`src/hw/rtl/sud_pkg.sv`:
```
// ---------------------------------------------------------------------------
// sud_pkg
// Shared types and operation codes for the 32-bit shift-subtract divider.
// ---------------------------------------------------------------------------
package sud_pkg;

  localparam int unsigned DataW = 32;

  // Operation codes carried on the action input
  localparam logic [1:0] ACT_UQUO = 2'd0;
  localparam logic [1:0] ACT_UREM = 2'd1;
  localparam logic [1:0] ACT_SQUO = 2'd2;
  localparam logic [1:0] ACT_SREM = 2'd3;

  // Request from the sign stage to the divide core
  typedef struct packed {
    logic             start;
    logic [DataW-1:0] num;
    logic [DataW-1:0] den;
  } sud_req_t;

  // Response from the divide core
  typedef struct packed {
    logic             done;
    logic [DataW-1:0] quo;
    logic [DataW-1:0] rem;
  } sud_rsp_t;

endpackage

```
`src/hw/rtl/signed_unsigned_divider_32_top.sv`:
```
// ---------------------------------------------------------------------------
// signed_unsigned_divider_32_top
// 32-bit signed/unsigned divider returning a quotient or a remainder.
// ---------------------------------------------------------------------------
// Usage:
//   An item (action_i, dividend_i, divisor_i) is taken at a rising edge with
//   start high and busy low. busy stays high until the result is issued.
//   The result appears on result_o for exactly one cycle with valid_o high;
//   the receiver cannot stall, so it must take the item in that cycle.
//   Signed operations divide magnitudes; the quotient takes the XOR of the
//   operand signs, the remainder the dividend's sign, all modulo 2^32.
//   A zero divisor gives quotient 0 and remainder equal to the dividend.
// Sequencing:
//   After acceptance the core shifts the divisor left once per alignment
//   step (0 to 31 shifts), then runs one single-bit restoring subtract step
//   per quotient bit; its done flag and valid_o are registered. A zero
//   divisor skips both phases. One item is in flight at a time, and a new
//   item may be started in the cycle its predecessor's result is shown.
// Reset:
//   rst_ni clears busy and valid; any item in flight is dropped.
// ---------------------------------------------------------------------------
module signed_unsigned_divider_32_top import sud_pkg::*; (
  input  logic             clk_i,
  input  logic             rst_ni,
  input  logic             start,
  output logic             busy,
  input  logic [1:0]       action_i,
  input  logic [DataW-1:0] dividend_i,
  input  logic [DataW-1:0] divisor_i,
  output logic             valid_o,
  output logic [DataW-1:0] result_o
);

  logic             accept;
  logic             is_signed;
  logic             want_rem;
  logic             num_neg, den_neg;
  logic             busy_q, busy_d;
  logic             valid_q, valid_d;
  logic             rem_q;
  logic             neg_q;
  logic [DataW-1:0] result_q, result_d;
  logic [DataW-1:0] sel_res;
  sud_req_t         req;
  sud_rsp_t         rsp;

  assign accept    = start && !busy_q;
  assign is_signed = (action_i == ACT_SQUO) || (action_i == ACT_SREM);
  assign want_rem  = (action_i == ACT_UREM) || (action_i == ACT_SREM);
  assign num_neg   = is_signed && dividend_i[DataW-1];
  assign den_neg   = is_signed && divisor_i[DataW-1];

  // Reduce operands to magnitudes on acceptance
  always_comb begin
    req.start = accept;
    req.num   = num_neg ? (DataW'(0) - dividend_i) : dividend_i;
    req.den   = den_neg ? (DataW'(0) - divisor_i) : divisor_i;
  end

  sud_core u_core (
    .clk_i  (clk_i),
    .rst_ni (rst_ni),
    .req_i  (req),
    .rsp_o  (rsp)
  );

  // Pick and sign-correct the core's answer
  assign sel_res  = rem_q ? rsp.rem : rsp.quo;
  assign result_d = neg_q ? (DataW'(0) - sel_res) : sel_res;

  always_comb begin
    busy_d  = busy_q;
    valid_d = 1'b0;
    if (accept) begin
      busy_d = 1'b1;
    end else if (rsp.done) begin
      busy_d  = 1'b0;
      valid_d = 1'b1;
    end
  end

  // Control registers
  always_ff @(posedge clk_i or negedge rst_ni) begin
    if (!rst_ni) begin
      busy_q  <= 1'b0;
      valid_q <= 1'b0;
    end else begin
      busy_q  <= busy_d;
      valid_q <= valid_d;
    end
  end

  // Hold the operation flags for the item in flight
  always_ff @(posedge clk_i) begin
    if (accept) begin
      rem_q <= want_rem;
      neg_q <= want_rem ? num_neg : (num_neg ^ den_neg);
    end
    if (rsp.done) begin
      result_q <= result_d;
    end
  end

  assign busy     = busy_q;
  assign valid_o  = valid_q;
  assign result_o = result_q;

  // Checks
  a_valid_not_busy: assert property (@(posedge clk_i) disable iff (!rst_ni)
    valid_o |-> !busy) else $error("result issued while busy");

  a_accept_busy: assert property (@(posedge clk_i) disable iff (!rst_ni)
    (start && !busy) |=> busy) else $error("busy not raised after accept");

  a_single_strobe: assert property (@(posedge clk_i) disable iff (!rst_ni)
    valid_o |=> !valid_o) else $error("result strobe longer than one cycle");

  a_done_in_flight: assert property (@(posedge clk_i) disable iff (!rst_ni)
    rsp.done |-> busy_q) else $error("core finished with no item in flight");

endmodule

```
`src/hw/rtl/sud_core.sv`:
```
// ---------------------------------------------------------------------------
// sud_core
// Unsigned restoring divider: aligns the divisor left one place a cycle,
// then retires one quotient bit a cycle through shift registers.
// ---------------------------------------------------------------------------
module sud_core import sud_pkg::*; (
  input  logic     clk_i,
  input  logic     rst_ni,
  input  sud_req_t req_i,
  output sud_rsp_t rsp_o
);

  localparam logic [1:0] S_IDLE  = 2'd0;
  localparam logic [1:0] S_ALIGN = 2'd1;
  localparam logic [1:0] S_SUB   = 2'd2;

  logic [1:0]       state_q, state_d;
  logic             done_q, done_d;
  logic [DataW-1:0] num_q, num_d;
  logic [DataW-1:0] den_q, den_d;
  logic [DataW-1:0] bit_q, bit_d;
  logic [DataW-1:0] quo_q, quo_d;
  logic [DataW:0]   diff;

  assign diff = {1'b0, num_q} - {1'b0, den_q};

  // Sequence alignment and subtract steps
  always_comb begin
    state_d = state_q;
    done_d  = 1'b0;
    num_d   = num_q;
    den_d   = den_q;
    bit_d   = bit_q;
    quo_d   = quo_q;
    case (state_q)
      S_IDLE: begin
        if (req_i.start) begin
          num_d = req_i.num;
          den_d = req_i.den;
          bit_d = {{(DataW-1){1'b0}}, 1'b1};
          quo_d = '0;
          if (req_i.den == '0) begin
            // Zero divisor: quotient stays zero, remainder is the dividend
            done_d = 1'b1;
          end else begin
            state_d = S_ALIGN;
          end
        end
      end
      S_ALIGN: begin
        if ((den_q < num_q) && !den_q[DataW-1]) begin
          den_d = {den_q[DataW-2:0], 1'b0};
          bit_d = {bit_q[DataW-2:0], 1'b0};
        end else begin
          state_d = S_SUB;
        end
      end
      S_SUB: begin
        if (!diff[DataW]) begin
          num_d = diff[DataW-1:0];
          quo_d = quo_q | bit_q;
        end
        bit_d = {1'b0, bit_q[DataW-1:1]};
        den_d = {1'b0, den_q[DataW-1:1]};
        if (bit_q[0]) begin
          state_d = S_IDLE;
          done_d  = 1'b1;
        end
      end
      default: begin
        state_d = S_IDLE;
      end
    endcase
  end

  // Control registers
  always_ff @(posedge clk_i or negedge rst_ni) begin
    if (!rst_ni) begin
      state_q <= S_IDLE;
      done_q  <= 1'b0;
    end else begin
      state_q <= state_d;
      done_q  <= done_d;
    end
  end

  // Datapath shift registers
  always_ff @(posedge clk_i) begin
    num_q <= num_d;
    den_q <= den_d;
    bit_q <= bit_d;
    quo_q <= quo_d;
  end

  assign rsp_o.done = done_q;
  assign rsp_o.quo  = quo_q;
  assign rsp_o.rem  = num_q;

endmodule
```
`config.mk`:
```
export PLATFORM = sky130hd
export DESIGN_NAME = signed_unsigned_divider_32_top
export DESIGN_NICKNAME = d
export VERILOG_FILES = /design/src/hw/rtl/sud_pkg.sv /design/src/hw/rtl/signed_unsigned_divider_32_top.sv /design/src/hw/rtl/sud_core.sv
export SDC_FILE = /design/constraint.sdc
export NUM_CORES = 1
export LEC_CHECK = 0
export ABC_AREA = 1
export BUFFER_PORTS_ARGS = -buffer_cell sky130_fd_sc_hd__buf_2
export CORE_MARGIN = 2
export CORE_UTILIZATION = 54
export DETAILED_ROUTE_END_ITERATION = 7
export PLACE_DENSITY_LB_ADDON = 0.08
export SLEW_MARGIN = 40
export SYNTH_ARGS = -nofsm -noshare
export SYNTH_HDL_FRONTEND = slang
export SYNTH_SLANG_ARGS = --single-unit
```
`constraint.sdc`:
```
create_clock -name clk_i -period 13.5 [get_ports clk_i]
set_input_delay 1.35 -clock clk_i [delete_from_list [all_inputs] [get_ports clk_i]]
set_output_delay 1.35 -clock clk_i [all_outputs]
set_load 0.02 [all_outputs]
```
==> results of run 1 <==
==> worst min path at each step <==
stage	endpoint	from	slack, ps
2_1_floorplan	u_core.state_q[1]	u_core.state_q[1]	490
3_3_place_gp	busy	u_core.done_q	500
3_5_place_dp	busy	u_core.done_q	510
4_1_cts	busy	u_core.done_q	520
5_1_grt	busy	u_core.done_q	540
6_report	busy	u_core.done_q	520
==> stage by stage <==
stage               cells  utilization (%)  total power, mW
finish               1870             62.1             3.57
global route         1870             62.1             3.82
CTS                  1870             62.1             3.54
detailed placement   1838             59.1             3.01
global placement     1838             59.0             2.99
floorplan            1495                -             2.46
==> critical path, cell delays in order (launching register included) <==
cell      delay (ps)
edfxtp_1         470
ha_1             250
fa_1             360
inv_1            100
nand3_1           80
nand2_1          130
a21oi_1          110
inv_1            100
nand2_1           50
nand2_1          200
nand2_1           80
nand2_1          100
inv_1             80
o21ai_0          260
nand3_1          130
nand2_1           80
nand2_1           50
inv_2             50
buf_6            490
==> cell families (layout without fill, tap and decap cells) <==
group,Yosys count,in the layout
AOI/OAI and AO/OA,286,286
DFF,167,167
adders and majority gates,41,41
buffers and inverters,230,330
and+or+nand+nor,713,713
xor gates and xnor gates,44,44
muxes,14,14
==> layout by cell type, fill, tap and decap left out, types with 4 or more instances in the layout <==
cell / Yosys / routed
a21o_1: 6 / 6
a21oi_1: 73 / 73
a31oi_1: 4 / 4
buf_2: 5 / 102
buf_4: 1 / 8
clkbuf_16: 0 / 17
clkinv_4: 0 / 4
dfrtp_1: 5 / 5
edfxtp_1: 162 / 162
ha_1: 40 / 40
inv_1: 180 / 178
inv_2: 4 / 6
inv_8: 0 / 5
mux2i_1: 8 / 8
nand2_1: 330 / 329
nand2_2: 7 / 7
nand3_1: 81 / 81
nand3b_1: 12 / 12
nand4_1: 22 / 22
nor2_1: 210 / 210
nor2_2: 4 / 4
nor3_1: 17 / 17
nor4_1: 5 / 5
o211ai_1: 6 / 6
o21ai_0: 88 / 88
o21ai_1: 11 / 11
o21ai_2: 10 / 10
o221ai_1: 29 / 29
o22ai_1: 38 / 38
o31ai_1: 4 / 4
or2_1: 5 / 5
or2_2: 6 / 6
xnor2_1: 18 / 18
xor2_1: 26 / 26
==> layout make-up <==
cell class / instances / area, sq um
Tap cell: 275 / 344
Timing Repair Buffer: 111 / 582
Clock inverter: 15 / 209
Sequential cell: 167 / 4990
Multi-Input combinational cell: 1098 / 5880
Inverter: 187 / 702
Clock buffer: 17 / 425
Fill cell: 1932 / 8020
==> metal layers <==
layer | vias to the layer above | part of all wire [%]
met5 | - | 0
met3 | 51 | 8.3
li1 | 5279 | -
met4 | 0 | 2.2
met2 | 392 | 45
met1 | 4935 | 45
==> power groups by stage <==
stage	Clock [mW]	Combinational, mW	Sequential (mW)
detailed placement	0	1.88	1.13
finish	0.521	1.92	1.13
CTS	0.524	1.89	1.12
floorplan	0	1.33	1.13
global route	0.545	2.13	1.15
global placement	0	1.86	1.13
==> registers in the layout, summed over array words and instances (netlist names) <==
| name | count |
|---|---|
| u_core.state_q | 2 |
| u_core.quo_q | 32 |
| neg_q | 1 |
| u_core.bit_q | 32 |
| u_core.den_q | 32 |
| u_core.done_q | 1 |
| u_core.num_q | 32 |
| valid_o | 1 |
| result_o | 32 |
| rem_q | 1 |
| busy | 1 |
==> reports/metrics.yaml, run 1 <==
first_iter_violations: 1003
p_int_mw: 1.85
peakVddDrop_uv: 180
synth_fa_ha_area_share_pct: 4.43
ys_warn_count: 0
layout_setup_ws_ps: 9900
start_kind: "register"
numCtsBuffers: 17
grt_setup_unrepaired: "false"
cts_tree: "yes"
worst-r2r-cell-count: 18
area_growth_pct: 11.8
synth_cell_types: 55
post_cts_buffers: 0
cts_resized: 0
post-place-ws_ps: 9680
clkPwrFrac_pct: 14.6
rr_endpoint: "u_core.quo_q[1]"
ios: 103
setup_violations: 0
fin_setup_tns_ps: 0
syn_area_sq_um: 11700
antenna_found_initial: 0
finish.instance_area_sq_um: 13100
synthTopCellsByCount: "nand2_1 (330), nor2_1 (210), inv_1 (180)"
use_met1_pct: 41.9
first_global_vias: 9698
grt_usage_pct: 29.6
critPathRequiredTime_ps: 13560
yosysMostFrequentCell: "nand2_1"
power.density_nw_per_um2: 272
timing.final.crit_share_pct: 26.7
synthSimpleGateAreaFrac_pct: 25.8
reg2reg_slack_ps: 9900
die_x_um: 151
post-route-min-period_ps: 3600
grt_pass1_wl_um: 51500
power_frac_comb_pct: 53.8
initial_utilization_pct: 55.5
cap_violations: 0
max_freq_mhz: 277
worstMarginPinSlew_ps: 750
hold_path.class: "reg -> reg"
synth_ff_type: "edfxtp_1"
yosys.area.top_type: "edfxtp_1"
slew_headroom_pct: 50.0
syn_avg_cell_area_sq_um: 7.86
final.setup_skew_ps: 8.86
dieArea_sq_um: 22900
final_hold_viol_count: 0
dpl-instance-area_sq_um: 12500
num_rows: 53
hold_ws_ps: 517
gp_congestion: 0.972
finalWirelength_um: 33300
fin_nets: 1692
coreArea_sq_um: 21200
crit_path_end: "u_core.quo_q[1]"
synth-compound-area-share_pct: 14.7
portBuffers: 102
drive_gt1_share_pct: 12.1
wl_per_cell_um: 17.8
cp_data_arrival_time_ps: 3670
drv_slew: 0
synth_fp_nets: 1605
async_flop_share_pct: 2.99
whs_path_depth: 1
hold_buffers: 0
p_sw_share_pct: 48.3
seq_power_share_pct: 31.6
vias: 10700
crit_start: "u_core.den_q[0]"
cts_num_sinks: 167
cts-htree-levels: 4
synthMuxAreaShare_pct: 1.61
met2_usage_pct: 46.8
drc: 0
crit_path_end_kind: "register"
clk_pin_slew_ps: 70
grt_max_degree: 65
reg2reg_from: "u_core.den_q[0]"
synth.area.top_cells: "edfxtp_1 (41%), nand2_1 (11%), nor2_1 (6.7%), inv_1 (5.8%), ha_1 (4.3%)"
yosysSeqAreaShare_pct: 42.5
first_pass_iters: 8
gr-usage-met3_pct: 5.81
gr-max-usage-layer: "met2"
die_height_um: 151
status: "complete, no violations"
grt-ovfl-total: 0
p_sw_mw: 1.72
synth_top_area_share_pct: 41.4
clock_latency_ps: 430
synth_cells: 1495
synth_enable_flop_cells: 162
path_class: "reg -> reg"
yosys.area_share.xor_xnor_pct: 3.28
antenna-diode-count: 0
viasPerCell: 5.70
synth_top_family_by_area: "simple AND/OR/NAND/NOR gates"
cts_root_buf: "clkbuf_16"
cellLeakagePower_nw: 5.63
ys_seq_elements: 167
worstPathMaxFanout: 64
dp_hpwl_um: 25800
drtAntennaViolNets: 0
clock_path_buffers: 2
Note: power is estimated with default switching activity, not from simulation.
==> run 2: changes to the inputs <==
==> constraint.sdc (replaced) <==
create_clock -name clk_i -period 3.58 [get_ports clk_i]
set_input_delay 0.358 -clock clk_i [delete_from_list [all_inputs] [get_ports clk_i]]
set_output_delay 0.358 -clock clk_i [all_outputs]
set_load 0.02 [all_outputs]
==> run 2 against run 1 <==
- routed wire length rose by 1.8%
- non-clock buffer count rose by 13
- core utilization rose by 0.88 points
- global-route usage rose by 0.71 points
- sequential power rose to 3.7 times the previous value
- final area rose by 1.4%
- fmax rose by 15%
- final cell count rose by 0.75%
- critical path depth did not move
- critical endpoint is now u_core.quo_q[19]
==> reports/metrics.yaml, run 2 (synthesis gave the netlist of run 1 again) <==
fin_nets: 1705  # +0.77%
grt_max_degree: 57  # -12%
drive_gt1_share_pct: 13.5  # +1.4 points
final_cell_mix: "nand2_1 (326), nor2_1 (207), inv_1 (179)"
drc: 0  # unchanged
final.setup_skew_ps: 11.6  # +2.77 ps
clock_path_buffers: 2  # unchanged
coreArea_sq_um: 21200  # unchanged
p_sw_mw: 6.40  # +270%
grt_usage_pct: 30.4  # +0.71 points
status: "complete, no violations"
die_x_um: 151  # unchanged
wl_per_cell_um: 18.0  # +1.1%
cellLeakagePower_nw: 5.66  # +0.57%
grt_pass1_wl_um: 52600  # +2.2%
first_pass_iters: 5  # -3
ios: 103  # unchanged
dieArea_sq_um: 22900  # unchanged
max_freq_mhz: 318  # +15%
clkPwrFrac_pct: 13.6  # -1.0 points
area_growth_pct: 13.4
hold_buffers: 1  # +1
cts_num_sinks: 167  # unchanged
cts-htree-levels: 4  # unchanged
start_kind: "register"
antenna_found_initial: 4  # +4
p_int_mw: 7.03  # +280%
setup_violations: 0  # unchanged
power.density_nw_per_um2: 1010  # +270%
first_global_vias: 10200  # +5.0%
first_iter_violations: 851  # -15%
gp_congestion: 0.970  # -0.17%
cts_root_buf: "clkbuf_16"
grt-ovfl-total: 0  # unchanged
grt_setup_unrepaired: "false"
power_frac_comb_pct: 55.5  # +1.7 points
post_cts_buffers: 0  # unchanged
worstMarginPinSlew_ps: 641  # -109 ps
post-route-min-period_ps: 3140  # -463 ps
final_util_pct: 63.0  # +0.88 points
cts_tree: "yes"
cts_resized: 0  # unchanged
peakVddDrop_uv: 531  # +200%
p_sw_share_pct: 47.6  # -0.63 points
timing.final.crit_share_pct: 87.8  # +61 points
critPathRequiredTime_ps: 3680  # -9880 ps
worstPathMaxFanout: 24  # -63%
viasPerCell: 5.69  # -0.19%
crit_path_end_kind: "register"
drv_slew: 0  # unchanged
vias: 10700  # +0.55%
numCtsBuffers: 17  # unchanged
clock_latency_ps: 440  # about the same
clk_pin_slew_ps: 70  # about the same
layout_commonest_cell: "nand2_1"
total_power_mw: 13.4  # +280%
finalWirelength_um: 33900  # +1.8%
final_hold_viol_count: 0  # unchanged
fin_setup_tns_ps: 0  # unchanged
hold_ws_ps: 137  # -380 ps
hold_path.class: "in -> reg"
cap_violations: 0  # unchanged
dp_hpwl_um: 26800  # +3.9%
portBuffers: 102  # unchanged
die_height_um: 151  # unchanged
drtAntennaViolNets: 0  # unchanged
num_rows: 53  # unchanged
path_class: "reg -> reg"
seq_power_share_pct: 31.0  # -0.6 points
fill_cells: 1921  # -0.57%
initial_utilization_pct: 55.5  # unchanged
slew_headroom_pct: 56.8  # +6.8 points
cp_data_arrival_time_ps: 3240  # -430 ps
## run 2: cell types whose count changed in the layout (fill, tap and decap cells not counted), sizes merged
cell,change
buf,+12
clkinvlp,+3
clkinv,+2
dlygate4sd3,+1
inv,-3
diode,+1
bufinv,-2
## run 2: area by class of cell
| class | instances | area, sq um | area share (%) |
|---|---|---|---|
| Clock buffer | 17 | 425 | 3.19 |
| Clock inverter | 15 | 164 | 1.23 |
| Sequential cell | 167 | 4990 | 37.5 |
| Tap cell | 275 | 344 | 2.58 |
| Antenna cell | 1 | 2.50 | 0.0188 |
| Timing Repair Buffer | 124 | 703 | 5.28 |
| Multi-Input combinational cell | 1098 | 5980 | 44.9 |
| Inverter | 187 | 706 | 5.30 |
## run 2: final timing paths
check,depth (start not counted),slack (ps),endpoint,startpoint
hold reg to reg,2,560,busy,busy
max in group asynchronous,2,3160,busy,rst_ni
hold / removal,1,140,rem_q,action_i[0]
setup reg to reg,18,440,u_core.quo_q[19],u_core.den_q[0]
min in group asynchronous,2,290,u_core.done_q,rst_ni
setup / recovery,18,440,u_core.quo_q[19],u_core.den_q[0]
## run 2: routing by layer
metal,vias to the layer above,global-route usage [%],share of wire [%]
met5,-,0,0.12
met4,6,10.9,3.0
met3,64,5.42,7.5
met2,409,51.2,47
met1,4928,39.3,42
li1,5309,-,-
## run 2: power by group through the flow
stage                     combinational [mW]  sequential (mW)  clock [mW]
final                                   7.45             4.16        1.82
after global routing                    8.28             4.25        1.92
after CTS                               7.37             4.15        1.84
after detailed placement                7.34             4.19           0
after global placement                  7.23             4.14           0
after floorplan                         5.21             4.19           0
## run 2: worst max-delay path, stage by stage (launching register included)
cell        delay, ps
edfxtp_1          400
ha_1              230
fa_1              380
inv_1             100
nand3_1            70
nand2_1           140
a21oi_1           100
inv_1              90
nand2_1            50
nand2_1           140
nand2_1            70
nand2_1            90
inv_1              60
o21ai_0           210
nand3_1           100
nand2_1            70
nand2_1            70
clkinvlp_4        110
buf_4             310
## run 2: metrics by stage
stage               instance area (sq um)  instances  setup WS, ps
detailed placement                  12700       1850           454
global placement                    12700       1850           539
global route                        13300       1884           154
finish                              13300       1884           438
CTS                                 13300       1883           427
floorplan                           11900       1495         -51.0
